## src/mpce_pkg.sv

```systemverilog
`timescale 1ns / 1ps
// ----------------------------------------------------------------------------
// mpce_pkg
// Shared types, the CRC preset catalogue and the one-byte CRC update used by
// the multi-preset CRC engine.
// ----------------------------------------------------------------------------
package mpce_pkg;

  localparam int unsigned CrcW     = 32;
  localparam int unsigned ByteW    = 8;
  localparam int unsigned ModeW    = 5;
  localparam int unsigned WidthW   = 6;
  localparam int unsigned PaddrW   = 3;
  localparam int unsigned PdataW   = 32;

  // Register index of the preset select register.
  localparam logic [PaddrW-3:0] RegCrcMode = 1'b0;

  typedef enum logic [ModeW-1:0] {
    MODE_4_ITU, MODE_5_EPC, MODE_5_ITU, MODE_5_USB, MODE_6_ITU, MODE_7_MMC,
    MODE_8, MODE_8_ITU, MODE_8_ROHC, MODE_8_MAXIM, MODE_16_IBM, MODE_16_MAXIM,
    MODE_16_USB, MODE_16_MODBUS, MODE_16_CCITT, MODE_16_CCITT_FALSE, MODE_16_X25,
    MODE_16_XMODEM, MODE_16_DNP, MODE_32, MODE_32_MPEG2, MODE_FIRST_UNKNOWN,
    MODE_LAST_UNKNOWN = 5'd31
  } crc_mode_t;

  typedef struct packed {
    logic              known;
    logic [WidthW-1:0] width;
    logic [CrcW-1:0]   poly;
    logic [CrcW-1:0]   init;
    logic [CrcW-1:0]   xorout;
    logic              refl;
  } preset_t;

  function automatic preset_t preset_lookup(input logic [ModeW-1:0] mode);
    preset_t p;
    p = '{known: 1'b1, width: 6'd4, poly: 32'h0, init: 32'h0, xorout: 32'h0,
          refl: 1'b1};
    case (mode)
      MODE_4_ITU:   p = '{1'b1, 6'd4,  32'h0000000C, 32'h00000000, 32'h00000000, 1'b1};
      MODE_5_EPC:   p = '{1'b1, 6'd5,  32'h00000009, 32'h00000009, 32'h00000000, 1'b0};
      MODE_5_ITU:   p = '{1'b1, 6'd5,  32'h00000015, 32'h00000000, 32'h00000000, 1'b1};
      MODE_5_USB:   p = '{1'b1, 6'd5,  32'h00000014, 32'h0000001F, 32'h0000001F, 1'b1};
      MODE_6_ITU:   p = '{1'b1, 6'd6,  32'h00000030, 32'h00000000, 32'h00000000, 1'b1};
      MODE_7_MMC:   p = '{1'b1, 6'd7,  32'h00000009, 32'h00000000, 32'h00000000, 1'b0};
      MODE_8:       p = '{1'b1, 6'd8,  32'h00000007, 32'h00000000, 32'h00000000, 1'b0};
      MODE_8_ITU:   p = '{1'b1, 6'd8,  32'h00000007, 32'h00000000, 32'h00000055, 1'b0};
      MODE_8_ROHC:  p = '{1'b1, 6'd8,  32'h000000E0, 32'h000000FF, 32'h00000000, 1'b1};
      MODE_8_MAXIM: p = '{1'b1, 6'd8,  32'h0000008C, 32'h00000000, 32'h00000000, 1'b1};
      MODE_16_IBM:  p = '{1'b1, 6'd16, 32'h0000A001, 32'h00000000, 32'h00000000, 1'b1};
      MODE_16_MAXIM:
        p = '{1'b1, 6'd16, 32'h0000A001, 32'h00000000, 32'h0000FFFF, 1'b1};
      MODE_16_USB:  p = '{1'b1, 6'd16, 32'h0000A001, 32'h0000FFFF, 32'h0000FFFF, 1'b1};
      MODE_16_MODBUS:
        p = '{1'b1, 6'd16, 32'h0000A001, 32'h0000FFFF, 32'h00000000, 1'b1};
      MODE_16_CCITT:
        p = '{1'b1, 6'd16, 32'h00008408, 32'h00000000, 32'h00000000, 1'b1};
      MODE_16_CCITT_FALSE:
        p = '{1'b1, 6'd16, 32'h00001021, 32'h0000FFFF, 32'h00000000, 1'b0};
      MODE_16_X25:  p = '{1'b1, 6'd16, 32'h00008408, 32'h0000FFFF, 32'h0000FFFF, 1'b1};
      MODE_16_XMODEM:
        p = '{1'b1, 6'd16, 32'h00001021, 32'h00000000, 32'h00000000, 1'b0};
      MODE_16_DNP:  p = '{1'b1, 6'd16, 32'h0000A6BC, 32'h00000000, 32'h0000FFFF, 1'b1};
      MODE_32:      p = '{1'b1, 6'd32, 32'hEDB88320, 32'hFFFFFFFF, 32'hFFFFFFFF, 1'b1};
      MODE_32_MPEG2:
        p = '{1'b1, 6'd32, 32'h04C11DB7, 32'hFFFFFFFF, 32'h00000000, 1'b0};
      default: p = '{1'b0, 6'd32, 32'h0, 32'h0, 32'h0, 1'b1};
    endcase
    return p;
  endfunction

  function automatic logic [CrcW-1:0] width_mask(input logic [WidthW-1:0] w);
    logic [CrcW:0] m;
    m = ({{CrcW{1'b0}}, 1'b1} << w) - {{CrcW{1'b0}}, 1'b1};
    return m[CrcW-1:0];
  endfunction

  // Narrow normal-form presets are worked left-aligned in the full word, which
  // gives the same result as the catalogue's 8-bit alignment.
  function automatic logic [CrcW-1:0] crc_absorb(input preset_t p,
                                                 input logic [CrcW-1:0] crc,
                                                 input logic [ByteW-1:0] b);
    logic [CrcW-1:0]   mask;
    logic [CrcW-1:0]   r;
    logic [CrcW-1:0]   lpoly;
    logic [WidthW-1:0] shl;
    mask  = width_mask(p.width);
    shl   = WidthW'(CrcW) - p.width;
    lpoly = p.poly << shl;
    if (p.refl) begin
      r = (crc & mask) ^ {{(CrcW-ByteW){1'b0}}, b};
      for (int i = 0; i < ByteW; i++) begin
        r = r[0] ? ((r >> 1) ^ p.poly) : (r >> 1);
      end
      return r & mask;
    end else begin
      r = ((crc & mask) << shl) ^ {b, {(CrcW-ByteW){1'b0}}};
      for (int i = 0; i < ByteW; i++) begin
        r = r[CrcW-1] ? ((r << 1) ^ lpoly) : (r << 1);
      end
      return r >> shl;
    end
  endfunction

endpackage

```

## src/multi_preset_crc_engine.sv

```systemverilog
`timescale 1ns / 1ps
// ----------------------------------------------------------------------------
// multi_preset_crc_engine
// Bytewise CRC over a message stream with 21 selectable catalogue presets.
//
//   channel | handshake          | payload
//   --------+--------------------+------------------------------------------
//   in      | in_valid/in_stall  | in_data_byte, in_first_byte, in_last_byte
//   out     | out_valid/out_stall| out_crc_value
//   cfg     | APB write/read     | crc_mode at byte address 0
//
// One byte is taken per cycle while in_stall is low; the byte register feeds an
// unrolled 8-bit CRC update that writes the running CRC and the result register.
// The result register loads as the last byte leaves the byte register.
// Reset clears the running CRC, the preset select and both valid flags.
// A held result stalls the input only when another last byte is waiting.
// ----------------------------------------------------------------------------
module multi_preset_crc_engine
  import mpce_pkg::*;
(
  input  logic              clk,
  input  logic              rst_n,
  input  logic              in_valid,
  output logic              in_stall,
  input  logic [ByteW-1:0]  in_data_byte,
  input  logic              in_first_byte,
  input  logic              in_last_byte,
  output logic              out_valid,
  input  logic              out_stall,
  output logic [CrcW-1:0]   out_crc_value,
  input  logic              psel,
  input  logic              penable,
  input  logic              pwrite,
  input  logic [PaddrW-1:0] paddr,
  input  logic [PdataW-1:0] pwdata,
  output logic [PdataW-1:0] prdata,
  output logic              pready
);

  logic [ModeW-1:0] mode_r;
  logic [CrcW-1:0]  crc_r;
  logic [CrcW-1:0]  crc_nxt;
  logic             s1_valid_r;
  logic [ByteW-1:0] s1_data_r;
  logic             s1_first_r;
  logic             s1_last_r;
  logic             out_valid_r;
  logic [CrcW-1:0]  out_crc_r;
  logic [CrcW-1:0]  result_nxt;
  logic             advance;
  logic             in_xfer;
  logic             cfg_wr;
  preset_t          preset;
  logic [CrcW-1:0]  crc_start;

  assign pready = 1'b1;
  assign cfg_wr = psel && penable && pwrite && pready && (paddr[PaddrW-1:2] == RegCrcMode);
  assign prdata = (paddr[PaddrW-1:2] == RegCrcMode) ?
                  {{(PdataW-ModeW){1'b0}}, mode_r} : '0;

  assign advance  = s1_valid_r && (!s1_last_r || !out_valid_r || !out_stall);
  assign in_stall = s1_valid_r && !advance;
  assign in_xfer  = in_valid && !in_stall;

  always_comb begin
    preset    = preset_lookup(mode_r);
    crc_start = s1_first_r ? preset.init : crc_r;
    if (preset.known) begin
      crc_nxt    = crc_absorb(preset, crc_start, s1_data_r);
      result_nxt = (crc_nxt ^ preset.xorout) & width_mask(preset.width);
    end else begin
      crc_nxt    = '0;
      result_nxt = '0;
    end
  end

  always_ff @(posedge clk) begin
    if (!rst_n) begin
      mode_r      <= '0;
      crc_r       <= '0;
      s1_valid_r  <= 1'b0;
      out_valid_r <= 1'b0;
    end else begin
      if (cfg_wr) begin
        mode_r <= pwdata[ModeW-1:0];
      end
      if (advance) begin
        crc_r <= crc_nxt;
      end
      if (in_xfer) begin
        s1_valid_r <= 1'b1;
      end else if (advance) begin
        s1_valid_r <= 1'b0;
      end
      if (advance && s1_last_r) begin
        out_valid_r <= 1'b1;
      end else if (!out_stall) begin
        out_valid_r <= 1'b0;
      end
    end
  end

  always_ff @(posedge clk) begin
    if (in_xfer) begin
      s1_data_r  <= in_data_byte;
      s1_first_r <= in_first_byte;
      s1_last_r  <= in_last_byte;
    end
    if (advance && s1_last_r) begin
      out_crc_r <= result_nxt;
    end
  end

  assign out_valid     = out_valid_r;
  assign out_crc_value = out_crc_r;

endmodule

```

## config.mk

```make
export PLATFORM = sky130hd
export DESIGN_NAME = multi_preset_crc_engine
export DESIGN_NICKNAME = d
export VERILOG_FILES = /design/src/mpce_pkg.sv /design/src/multi_preset_crc_engine.sv
export SDC_FILE = /design/constraint.sdc
export NUM_CORES = 1
export LEC_CHECK = 0
export BUFFER_PORTS_ARGS = -buffer_cell sky130_fd_sc_hd__buf_2
export CAP_MARGIN = 40
export CORE_UTILIZATION = 28
export CTS_CLUSTER_SIZE = 25
export DETAILED_ROUTE_END_ITERATION = 6
export GPL_ROUTABILITY_DRIVEN = 0
export PLACE_DENSITY_LB_ADDON = 0.05
export SYNTH_ARGS = -nofsm -noshare
export SYNTH_HDL_FRONTEND = slang
export SYNTH_SLANG_ARGS = --single-unit
export TNS_END_PERCENT = 50
```

## constraint.sdc

```tcl
create_clock -name clk -period 18.9 [get_ports clk]
set_input_delay 1.89 -clock clk [delete_from_list [all_inputs] [get_ports clk]]
set_output_delay 1.89 -clock clk [all_outputs]
set_load 0.02 [all_outputs]
```

# After elaboration in Yosys (flattened, before gate mapping)
# Memories as Yosys holds them, arrays and structs flattened. A register that Yosys moved wholly into a read port is not among the register bits.
# Index checks and enable logic that the tools add are counted.
[op_classes]
add_sub_neg = 2
eq_ne = 1
n_shift = 4
muxes = 27
bitwise = 23
reduce_logical = 15
[ops]
columns = ["cell", "count"]
rows = [
  ["$mux W32", 20],
  ["$xor A32 B32 Y32", 10],
  ["$xor A31 B32 Y32", 8],
  ["$and A32 B32 Y32", 3],
  ["$shl A32 B6 Y32", 2],
  ["$shl A1 B6 Y32 const A", 1],
  ["$shr A32 B6 Y32", 1],
  ["$sub A32 B1 Y32 const B", 1],
  ["$xor A32 B8 Y32", 1],
  ["$mux W5", 3],
  ["$logic_and A1 B1 Y1", 7],
  ["$sub A6 B6 Y6 const A", 1],
  ["$logic_not A1 Y1", 5],
  ["$mux W1", 4],
  ["$logic_or A1 B1 Y1", 2],
  ["$ne A2 B1 Y1 const B", 1],
  ["$reduce_bool A2 Y1", 1],
  ["$not A1 Y1", 1],
]
[word_totals]
reg_bits = 81
romBits = 3168
out_inout_bits = 67
word_cells = 81
n_memories = 1
[memory_table]
columns = ["memory", "words", "width", "rd", "rd_clocked_by_memory_dff", "wr", "line", "source"]
rows = [
  ["(name not given)", 32, 99, 1, 1, 0, "mpce_pkg.sv:40", "case (mode)"],
]

# Longest topological paths before layout
# Gate-level depths: netlist (run 1).
[logic_depth]
ltp_word = 26
ltp_mapped = 41

# Worst setup path after synthesis (run 1)
# No wires, ideal clock.
[synth_path]
path_type = "register to register"
from = "register, netlist name preset[97]"
to = "register out_crc_r[18], in the netlist out_crc_value[18] (data pin)"
setup_ns = 0.255
arrival_ns = 10.316
t_required_ns = 18.645
path_slack_ns = 8.329
path_stages_with_launch = 40
path_buffers = 9
period_less_slack_ns = 10.571
cell_sequence = "dfxtp_1 > clkinv_1 > clkbuf_1 > buf_1 > clkbuf_1 > buf_1 > buf_2 > buf_1 > ha_1 > ha_1 > clkbuf_1 > nor4b_1 > inv_1 > ha_1 > or3_1 > a211o_1 > nand3_1 > o21ai_1 > [4 not listed] > a21oi_1 > or3_1 > buf_4 > a21bo_1 > xnor3_1 > xor2_2 > xnor3_1 > nand2_1 > and3_1 > buf_2 > or3b_1 > xnor2_1 > mux2_2 > mux2_2 > mux4_2 > o21a_1 > xnor2_1 > and3_1"
[synth_between]
elab_chain_len = 26
word_cells_on_any_way = 46
[synth_lines]
columns = ["element", "line", "source"]
rows = [
  ["$shl A1 B6 Y32", "mpce_pkg.sv:75", "m = ({{CrcW{1'b0}}, 1'b1} << w) - {{CrcW{1'b0}}, 1'b1};"],
  ["$sub A32 B1 Y32", "mpce_pkg.sv:75", ""],
  ["$and A32 B32 Y32", "mpce_pkg.sv:92, mpce_pkg.sv:98", ""],
  ["$shl A32 B6 Y32", "mpce_pkg.sv:98", "r = ((crc & mask) << shl) ^ {b, {(CrcW-ByteW){1'b0}}};"],
  ["$xor A32 B32 Y32", "mpce_pkg.sv:98", ""],
  ["$xor A32 B32 Y32", "mpce_pkg.sv:100", "r = r[CrcW-1] ? ((r << 1) ^ lpoly) : (r << 1);"],
  ["$mux W32", "mpce_pkg.sv:100", ""],
  ["$xor A32 B32 Y32", "mpce_pkg.sv:100", ""],
  ["[10 not listed]", "-", ""],
  ["$mux W32", "mpce_pkg.sv:100", ""],
  ["$xor A32 B32 Y32", "mpce_pkg.sv:100", ""],
  ["$mux W32", "mpce_pkg.sv:100", ""],
  ["$shr A32 B6 Y32", "mpce_pkg.sv:102", "return r >> shl;"],
  ["$mux W32", "mpce_pkg.sv:91", "if (p.refl) begin"],
  ["$mux W32", "multi_preset_crc_engine.sv:68", "if (preset.known) begin"],
  ["$xor A32 B32 Y32", "multi_preset_crc_engine.sv:70", "result_nxt = (crc_nxt ^ preset.xorout) & width_mask(preset.width);"],
  ["$and A32 B32 Y32 (*)", "multi_preset_crc_engine.sv:70", ""],
  ["end signal, assigned", "multi_preset_crc_engine.sv:110", "out_crc_r <= result_nxt;"],
  ["end, declared", "multi_preset_crc_engine.sv:48", "logic [CrcW-1:0] out_crc_r;"],
]
# Every way passes the cells marked *; elsewhere a longest branch is shown, timed or not. The select of a mux whose other input is x is not followed.
# A chain may end at the register's enable or synchronous reset.

# Worst setup path after layout (run 1)
[layout_path]
from = "register, netlist name preset[97]"
to = "register out_crc_r[0], in the netlist out_crc_value[0] (data pin)"
[layout_between]
elab_chain_len = 26
word_cells_on_any_way = 46
[layout_lines]
columns = ["element", "line"]
rows = [
  ["$shl A1 B6 Y32", "mpce_pkg.sv:75"],
  ["$sub A32 B1 Y32", "mpce_pkg.sv:75"],
  ["$and A32 B32 Y32", "mpce_pkg.sv:92, mpce_pkg.sv:98"],
  ["$shl A32 B6 Y32", "mpce_pkg.sv:98"],
  ["$xor A32 B32 Y32", "mpce_pkg.sv:98"],
  ["$xor A32 B32 Y32", "mpce_pkg.sv:100"],
  ["$mux W32", "mpce_pkg.sv:100"],
  ["$xor A32 B32 Y32", "mpce_pkg.sv:100"],
  ["[10 not listed]", "-"],
  ["$mux W32", "mpce_pkg.sv:100"],
  ["$xor A32 B32 Y32", "mpce_pkg.sv:100"],
  ["$mux W32", "mpce_pkg.sv:100"],
  ["$shr A32 B6 Y32", "mpce_pkg.sv:102"],
  ["$mux W32", "mpce_pkg.sv:91"],
  ["$mux W32", "multi_preset_crc_engine.sv:68"],
  ["$xor A32 B32 Y32", "multi_preset_crc_engine.sv:70"],
  ["$and A32 B32 Y32 (*)", "multi_preset_crc_engine.sv:70"],
]
# Marks and branches as above.

==> reports/results.ini, run 1 <==
[run_status]
status=complete, no violations

[clock_network]
cts_resized=0
cts-root-buf=clkbuf_16
insertion_delay_ns=0.47
cts.sinks=113
clock_path_buffers=2
clk_pin_slew_ns=0.07
h-tree-depth=4
hold_buffers=0
cts_buffers=17
cts_tree=done
post_cts_buffers=0

[global_routing]
grt_pass1_vias=20700
grt_max_degree=67
grt_pass1_wl_um=156000
antenna_found_initial=2
track_usage_pct=28.7
overflow=0

[power_and_ir_drop]
seq_power_share_pct=11.7
swShare_pct=57.7
p_switching_mw=1.37
ir_drop_mv=0.174
p_leak_nw=7.67
pwr-share-comb_pct=73.8
p_int_mw=1.01
power.density_nw_per_um2=106
clkPwrFrac_pct=14.4

[die]
die_y_um=272
initial_core_util_pct=28.4
rows=98
die_area_um2=73900
die_w_um=272
ioPinCount=119
fp.coreArea_um2=71700

[timing]
final.setup.worst_slack_ns=7.08
finClkSkew_ns=0.0215
finalHoldViolCount=0
setup_tns_ns=0
slew_viol_final=0
timing.slew.headroom_pct=31.4
tightest_slew_ns=1.02
min_period_over_period_pct=62.6
max_freq_mhz=84.6
finalSetupViolCount=0
period_needed_ns=11.82
rsz0062_at_grt=false

[routing]
drt_first_iter_violations=3289
wl_um=109000
vias=22500
viasPerCell=5.97
drtPass1Iterations=6
wl_per_cell_um=28.9
ant_nets=0
drc=0

[placed_design]
place_ws_ns=7.43
io_buffers=61
dpl.hpwl_um=84000

[synthesis]
ys_async_sr_fraction_pct=0
synth_most_common_cell=nand2_1
synth_top_area_share_pct=15.8
yosys.cell_types.count=115
ys_warn_count=0
synth.area.top_cells=xnor2_1 (16%), nand2_1 (7.4%), dfxtp_1 (7.0%)
synth-edff-count=42
yosysSeqAreaShare_pct=13.1
synth_ff_type=dfxtp_1
avgSynthCellArea_um2=7.20
synth_cells=2833
synth_common_cells=nand2_1 (400), xnor2_1 (369), nor2_1 (298), clkbuf_1 (149), a21oi_1 (146)
synth_area_um2=20400
synth.largest_area_cell=xnor2_1
yosys_register_bits=113

[worst_hold_path]
hold_path.class=register to register
holdCritStartpoint=crc_r[20]$_SDFFE_PN0P_
hold_depth=2
min_to=crc_r[20]$_SDFFE_PN0P_

[cells_and_area]
finalNetCount=2869
drive_gt1_share_pct=12.5
area_delta_synth_final_pct=10.0

[worst_setup_path]
endpoint_kind=register
rrSetupSlack_ns=7.08
crit_required_ns=19.11
r2r.worst_path.cells=31
start_kind=register
path_class=register to register
crit_path_max_fanout=29
arrival_ns=12.03
crit_family=compound AO/OA/AOI/OAI gates
timing.rr.end=out_crc_value[0]$_SDFFCE_PN0P_
critPathMaxStageDelay_ns=0.86
reg2reg_from=preset[97]$_SDFF_PP0_
crit_slowest_cell=a221oi_1
cp_num_buf_inv=3

[flow_run]
maxCapViolCount=0

[sequential cells by signal, summed over array words and instances (netlist names), 5 cells and up]
register	flops
crc_r	32
preset	32
mode_r	5
out_crc_value	32
s1_data_r	8
[worst reg2reg max path: cells and delay by family, from the launching register on]
kind	cells	cell delay [ns]
AO/OA/AOI/OAI	11	3.91
buffers and inverters	3	0.84
multiplexers	3	0.78
flip-flops	1	0.46
AND/OR/NAND/NOR	7	2.96
XOR/XNOR	4	1.76
adder cells (fa/ha/maj)	3	0.86
[placed cells by master, fill, tap and decap left out, drive strengths merged, types with 32 or more instances in the layout]
master / synthesis / final
o211ai: 33 / 33
xor2: 76 / 76
and2: 32 / 32
mux4: 35 / 35
dfxtp: 71 / 71
buf: 89 / 161
o21ai: 156 / 156
nor2: 302 / 302
edfxtp: 42 / 42
inv: 33 / 42
and3: 45 / 45
nor2b: 37 / 37
nand3: 80 / 80
mux2i: 69 / 69
xnor2: 372 / 372
nor3: 84 / 84
a21oi: 149 / 149
nand2: 400 / 400
o22ai: 33 / 33
[worst max-delay path by stage]
stage | startpoint | to | slack [ns] | cells after the start
finish | preset[97]$_SDFF_PP0_ | out_crc_value[0]$_SDFFCE_PN0P_ | 7.08 | 31
floorplan | preset[97]$_SDFF_PP0_ | out_crc_value[18]$_SDFFCE_PN0P_ | 8.33 | 39
global route | preset[97]$_SDFF_PP0_ | out_crc_value[0]$_SDFFCE_PN0P_ | 6.76 | 31
global placement | preset[97]$_SDFF_PP0_ | out_crc_value[4]$_SDFFCE_PN0P_ | 7.07 | 32
CTS | preset[97]$_SDFF_PP0_ | out_crc_value[0]$_SDFFCE_PN0P_ | 7.41 | 31
detailed placement | preset[97]$_SDFF_PP0_ | out_crc_value[0]$_SDFFCE_PN0P_ | 7.43 | 31
[metal layers]
layer / up-vias / track usage, % / part of all wire, %
li1: 10000 / - / -
met1: 11000 / 41.2 / 45
met2: 1211 / 43.1 / 43
met3: 184 / 5.96 / 9.1
met4: 2 / 7.69 / 3.0
met5: - / 1.03 / 0.097
[through the flow]
| stage | hold WS [ns] | total power [mW] | area (um2) | util (%) | instances |
|---|---|---|---|---|---|
| 2_1_floorplan | 0.416 | 1.37 | 20500 | - | 2859 |
| 3_3_place_gp | 0.433 | 1.98 | 21700 | 30.2 | 3715 |
| 3_5_place_dp | 0.439 | 2.00 | 21800 | 30.4 | 3730 |
| 4_1_cts | 0.455 | 2.35 | 22400 | 31.3 | 3762 |
| 5_1_grt | 0.478 | 2.48 | 22400 | 31.3 | 3765 |
| 6_report | 0.466 | 2.38 | 22400 | 31.3 | 3766 |
[cell families (layout without fill, tap and decap cells)]
family	Yosys count	after routing	share of synthesized area, %
and+or+nand+nor	1147	1147	26.9
other	2	29	0.0368
buffers and inverters	275	231	5.98
adders and majority gates	15	15	0.920
AOI/OAI and AO/OA	685	685	23.0
DFF	113	113	13.1
muxes	133	133	8.85
xor gates and xnor gates	463	463	21.2
[power by group through the flow]
| stage | Sequential (mW) | Clock, mW | Combinational, mW |
|---|---|---|---|
| global placement | 0.285 | 0 | 1.70 |
| floorplan | 0.283 | 0 | 1.09 |
| global route | 0.281 | 0.360 | 1.84 |
| finish | 0.280 | 0.344 | 1.76 |
| detailed placement | 0.285 | 0 | 1.72 |
| CTS | 0.279 | 0.351 | 1.72 |
[cell type report]
class	count	area, um2
Sequential cell	113	2690
Multi-Input combinational cell	2471	16700
Tap cell	950	1190
Clock inverter	15	168
Antenna cell	1	2.50
Inverter	37	139
Fill cell	7843	49300
Clock buffer	17	425
Timing Repair Buffer	162	1100
No activity file was read; power rests on OpenSTA's default activity.
==> run 2: changes to the inputs <==
--- a/config.mk
+++ b/config.mk
@@ -5,6 +5,7 @@
 export SDC_FILE = /design/constraint.sdc
 export NUM_CORES = 1
 export LEC_CHECK = 0
+export ABC_AREA = 1
 export BUFFER_PORTS_ARGS = -buffer_cell sky130_fd_sc_hd__buf_2
 export CAP_MARGIN = 40
 export CORE_UTILIZATION = 28
==> constraint.sdc (replaced) <==
create_clock -name clk -period 11.9 [get_ports clk]
set_input_delay 1.19 -clock clk [delete_from_list [all_inputs] [get_ports clk]]
set_output_delay 1.19 -clock clk [all_outputs]
set_load 0.02 [all_outputs]
==> run 2 against run 1 <==
Sequential cell count unchanged; die area down 0.42%; cell count is 24% higher; core utilization down 0.96 points; combinational power rose by 76%; first-iteration DRC count shrank 34%; largest cell class unchanged; largest power group unchanged.
==> reports/results.ini, run 2 <==
[power_and_ir_drop]
p_int_mw=1.57  ; +55%
clkPwrFrac_pct=13.2  ; -1.2 points
pwr-share-comb_pct=75.9  ; +2.1 points
swShare_pct=61.6  ; +3.9 points
ir_drop_mv=0.227  ; +30%
p_switching_mw=2.51  ; +83%
power.density_nw_per_um2=188  ; +77%
seq_power_share_pct=10.9  ; -0.8 points
p_leak_nw=10.4  ; +35%

[run_status]
status=complete, no violations

[synthesis]
synthAdderAreaFrac_pct=0.924  ; +0.0039 points
synth_xor_area_share_pct=9.77  ; -11 points
synth_common_cells=nand2_1 (1297), nand3_1 (684), nor2_1 (318), inv_1 (313), o21ai_0 (169)
synth_area_um2=20300  ; -0.42%
yosysSeqAreaShare_pct=13.2  ; +0.055 points
synth-compound-area-share_pct=9.10  ; -14 points
synth.largest_area_cell=nand2_1
yosys.cell_types.count=54  ; -53%
synth-edff-count=42  ; unchanged
avgSynthCellArea_um2=5.43  ; -25%
synth_top_family_by_area=simple AND/OR/NAND/NOR gates
ys_warn_count=0  ; unchanged
synth_mux_area_share_pct=0.197  ; -8.7 points
synthSimpleGateAreaFrac_pct=53.0  ; +26 points
synth.area.top_cells=nand2_1 (24%), nand3_1 (17%), dfxtp_1 (7.0%)
yosys_register_bits=113  ; unchanged
synth_cells=3745  ; +32%
ys_async_sr_fraction_pct=0  ; unchanged
synth_most_common_cell=nand2_1
synth_ff_type=dfxtp_1
synth_top_area_share_pct=24.0  ; +8.1 points

[worst_setup_path]
crit_required_ns=12.17  ; -6.94 ns
cp_num_buf_inv=10  ; +7
critPathMostFrequentCell=nand2_1
crit_slowest_cell=dfxtp_1
rrSetupSlack_ns=1.81  ; -5.26 ns
crit_family=simple AND/OR/NAND/NOR gates
r2r.worst_path.cells=35  ; +13%
start_kind=register
reg2reg_from=preset[99]$_SDFF_PP0_
endpoint_kind=register
arrival_ns=10.36  ; -1.67 ns
crit_path_max_fanout=19  ; -34%
path_class=register to register
timing.rr.end=out_crc_value[31]$_SDFFCE_PN0P_
critPathMaxStageDelay_ns=0.71  ; -0.15 ns

[cells_and_area]
finalNetCount=3772  ; +31%
mostFrequentLayoutCells=nand2_1 (1296), nand3_1 (684), nor2_1 (317)
drive_gt1_share_pct=7.96  ; -4.6 points
area_delta_synth_final_pct=6.88
layout_commonest_cell=nand2_1
fin_util_pct=30.3  ; -0.96 points
diodes=0  ; -1

[placed_design]
dpl.hpwl_um=76500  ; -8.9%
io_buffers=61  ; unchanged

[die]
ioPinCount=119  ; unchanged
initial_core_util_pct=28.4  ; -0.070 points
rows=98  ; unchanged
die_w_um=271  ; -0.21%
die_y_um=271  ; -0.21%
fp.coreArea_um2=71600  ; -0.17%
die_area_um2=73600  ; -0.42%

[clock_network]
post_cts_buffers=0  ; unchanged
cts_buffers=17  ; unchanged
cts_resized=0  ; unchanged
cts_tree=done
cts.sinks=113  ; unchanged
cts-root-buf=clkbuf_16
h-tree-depth=4  ; unchanged
clock_path_buffers=2  ; unchanged
clk_pin_slew_ns=0.06  ; about the same
insertion_delay_ns=0.47  ; about the same
hold_buffers=0  ; unchanged

[routing]
viasPerCell=5.07  ; -15%
drt_first_iter_violations=2156  ; -34%
wl_per_cell_um=20.9  ; -28%
drtPass1Iterations=6  ; unchanged
ant_nets=0  ; unchanged
wl_um=97600  ; -10%
drc=0  ; unchanged
vias=23700  ; +5.3%

[worst_hold_path]
holdCritStartpoint=crc_r[1]$_SDFFE_PN0P_
min_to=crc_r[1]$_SDFFE_PN0P_
hold_path.class=register to register
hold_depth=2  ; unchanged

[timing]
min_period_over_period_pct=84.8  ; +22 points
period_needed_ns=10.09  ; -1.74 ns
slew_viol_final=0  ; unchanged
tightest_slew_ns=0.875  ; -0.147 ns
finClkSkew_ns=0.0217  ; +0.000162 ns
max_freq_mhz=99.1  ; +17%
rsz0062_at_grt=false
finalSetupViolCount=0  ; unchanged
timing.slew.headroom_pct=41.7  ; +10 points
setup_tns_ns=0  ; unchanged
finalHoldViolCount=0  ; unchanged

[global_routing]
grt_pass1_wl_um=146000  ; -6.4%
track_usage_pct=26.2  ; -2.5 points
antenna_found_initial=0  ; -2
grt_pass1_vias=22100  ; +6.4%
overflow=0  ; unchanged
grt_max_degree=71  ; +6.0%

[flow_run]
maxCapViolCount=0  ; unchanged

==> run 2: changes by cell type after synthesis, moves of 53 or more <==
cell,change
a21oi_1,-69
xnor2_1,-300
nand2_1,+897
mux2i_1,-65
clkbuf_1,-98
inv_1,+280
buf_4,+53
nor3_1,-60
xor2_1,+80
nand3_1,+606
==> run 2: area by class of cell <==
| type | count | area, um2 |
|---|---|---|
| multi-input combinational | 3082 | 15000 |
| fill | 8468 | 49900 |
| timing repair buffer | 147 | 990 |
| clock buffer | 17 | 425 |
| clock inverter | 15 | 166 |
| inverter | 344 | 1300 |
| tap | 950 | 1190 |
| sequential | 113 | 2690 |
==> run 2: per-layer routing <==
layer	vias up	GRT usage, %	part of all wire (%)
li1	11900	-	-
met1	11000	35.9	47
met2	616	44.1	46
met3	88	2.14	4.1
met4	0	6.73	2.4
met5	-	0	0
==> run 2: cells by family (layout without fill, tap and decap cells) <==
kind of cell | after synthesis | in the layout
and+or+nand+nor | 2474 | 2474
other | 2 | 28
DFF | 113 | 113
muxes | 4 | 4
buffers and inverters | 576 | 523
AOI/OAI and AO/OA | 336 | 336
adders and majority gates | 15 | 15
xor gates and xnor gates | 225 | 225
==> run 2: power by group through the flow <==
stage               Clock [mW]  Combinational (mW)  Sequential [mW]
CTS                      0.553                3.10            0.445
finish                   0.538                3.10            0.444
floorplan                    0                2.28            0.452
global route             0.564                3.45            0.447
global placement             0                3.08            0.453
detailed placement           0                3.09            0.453
==> run 2: how the worst max path moves through the flow <==
stage	startpoint	endpoint	slack [ns]	cells past startpoint
floorplan	preset[97]$_SDFF_PP0_	out_crc_value[16]$_SDFFCE_PN0P_	5.46	60
global placement	preset[99]$_SDFF_PP0_	out_crc_value[31]$_SDFFCE_PN0P_	1.94	35
detailed placement	preset[99]$_SDFF_PP0_	out_crc_value[31]$_SDFFCE_PN0P_	1.98	35
CTS	preset[99]$_SDFF_PP0_	out_crc_value[31]$_SDFFCE_PN0P_	1.96	35
global route	preset[99]$_SDFF_PP0_	out_crc_value[31]$_SDFFCE_PN0P_	1.0	35
finish	preset[99]$_SDFF_PP0_	out_crc_value[31]$_SDFFCE_PN0P_	1.81	35
==> run 2: metrics by stage <==
stage | cell area, um2 | std cells | total power [mW] | setup WS, ns | hold WS, ns
after global placement | 21000 | 4620 | 3.53 | 1.94 | 0.455
final | 21700 | 4668 | 4.08 | 1.81 | 0.466
after floorplan | 20400 | 3771 | 2.73 | 5.46 | 0.444
after detailed placement | 21100 | 4636 | 3.55 | 1.98 | 0.455
after CTS | 21700 | 4668 | 4.10 | 1.96 | 0.466
after global routing | 21700 | 4668 | 4.46 | 0.999 | 0.479
==> run 2: tightest hold or removal path: cells and delay by family (launching register included) <==
kind / cells / cell delay, ns
AND/OR/NAND/NOR: 1 / 0.06
AO/OA/AOI/OAI: 1 / 0.05
flip-flops: 1 / 0.31
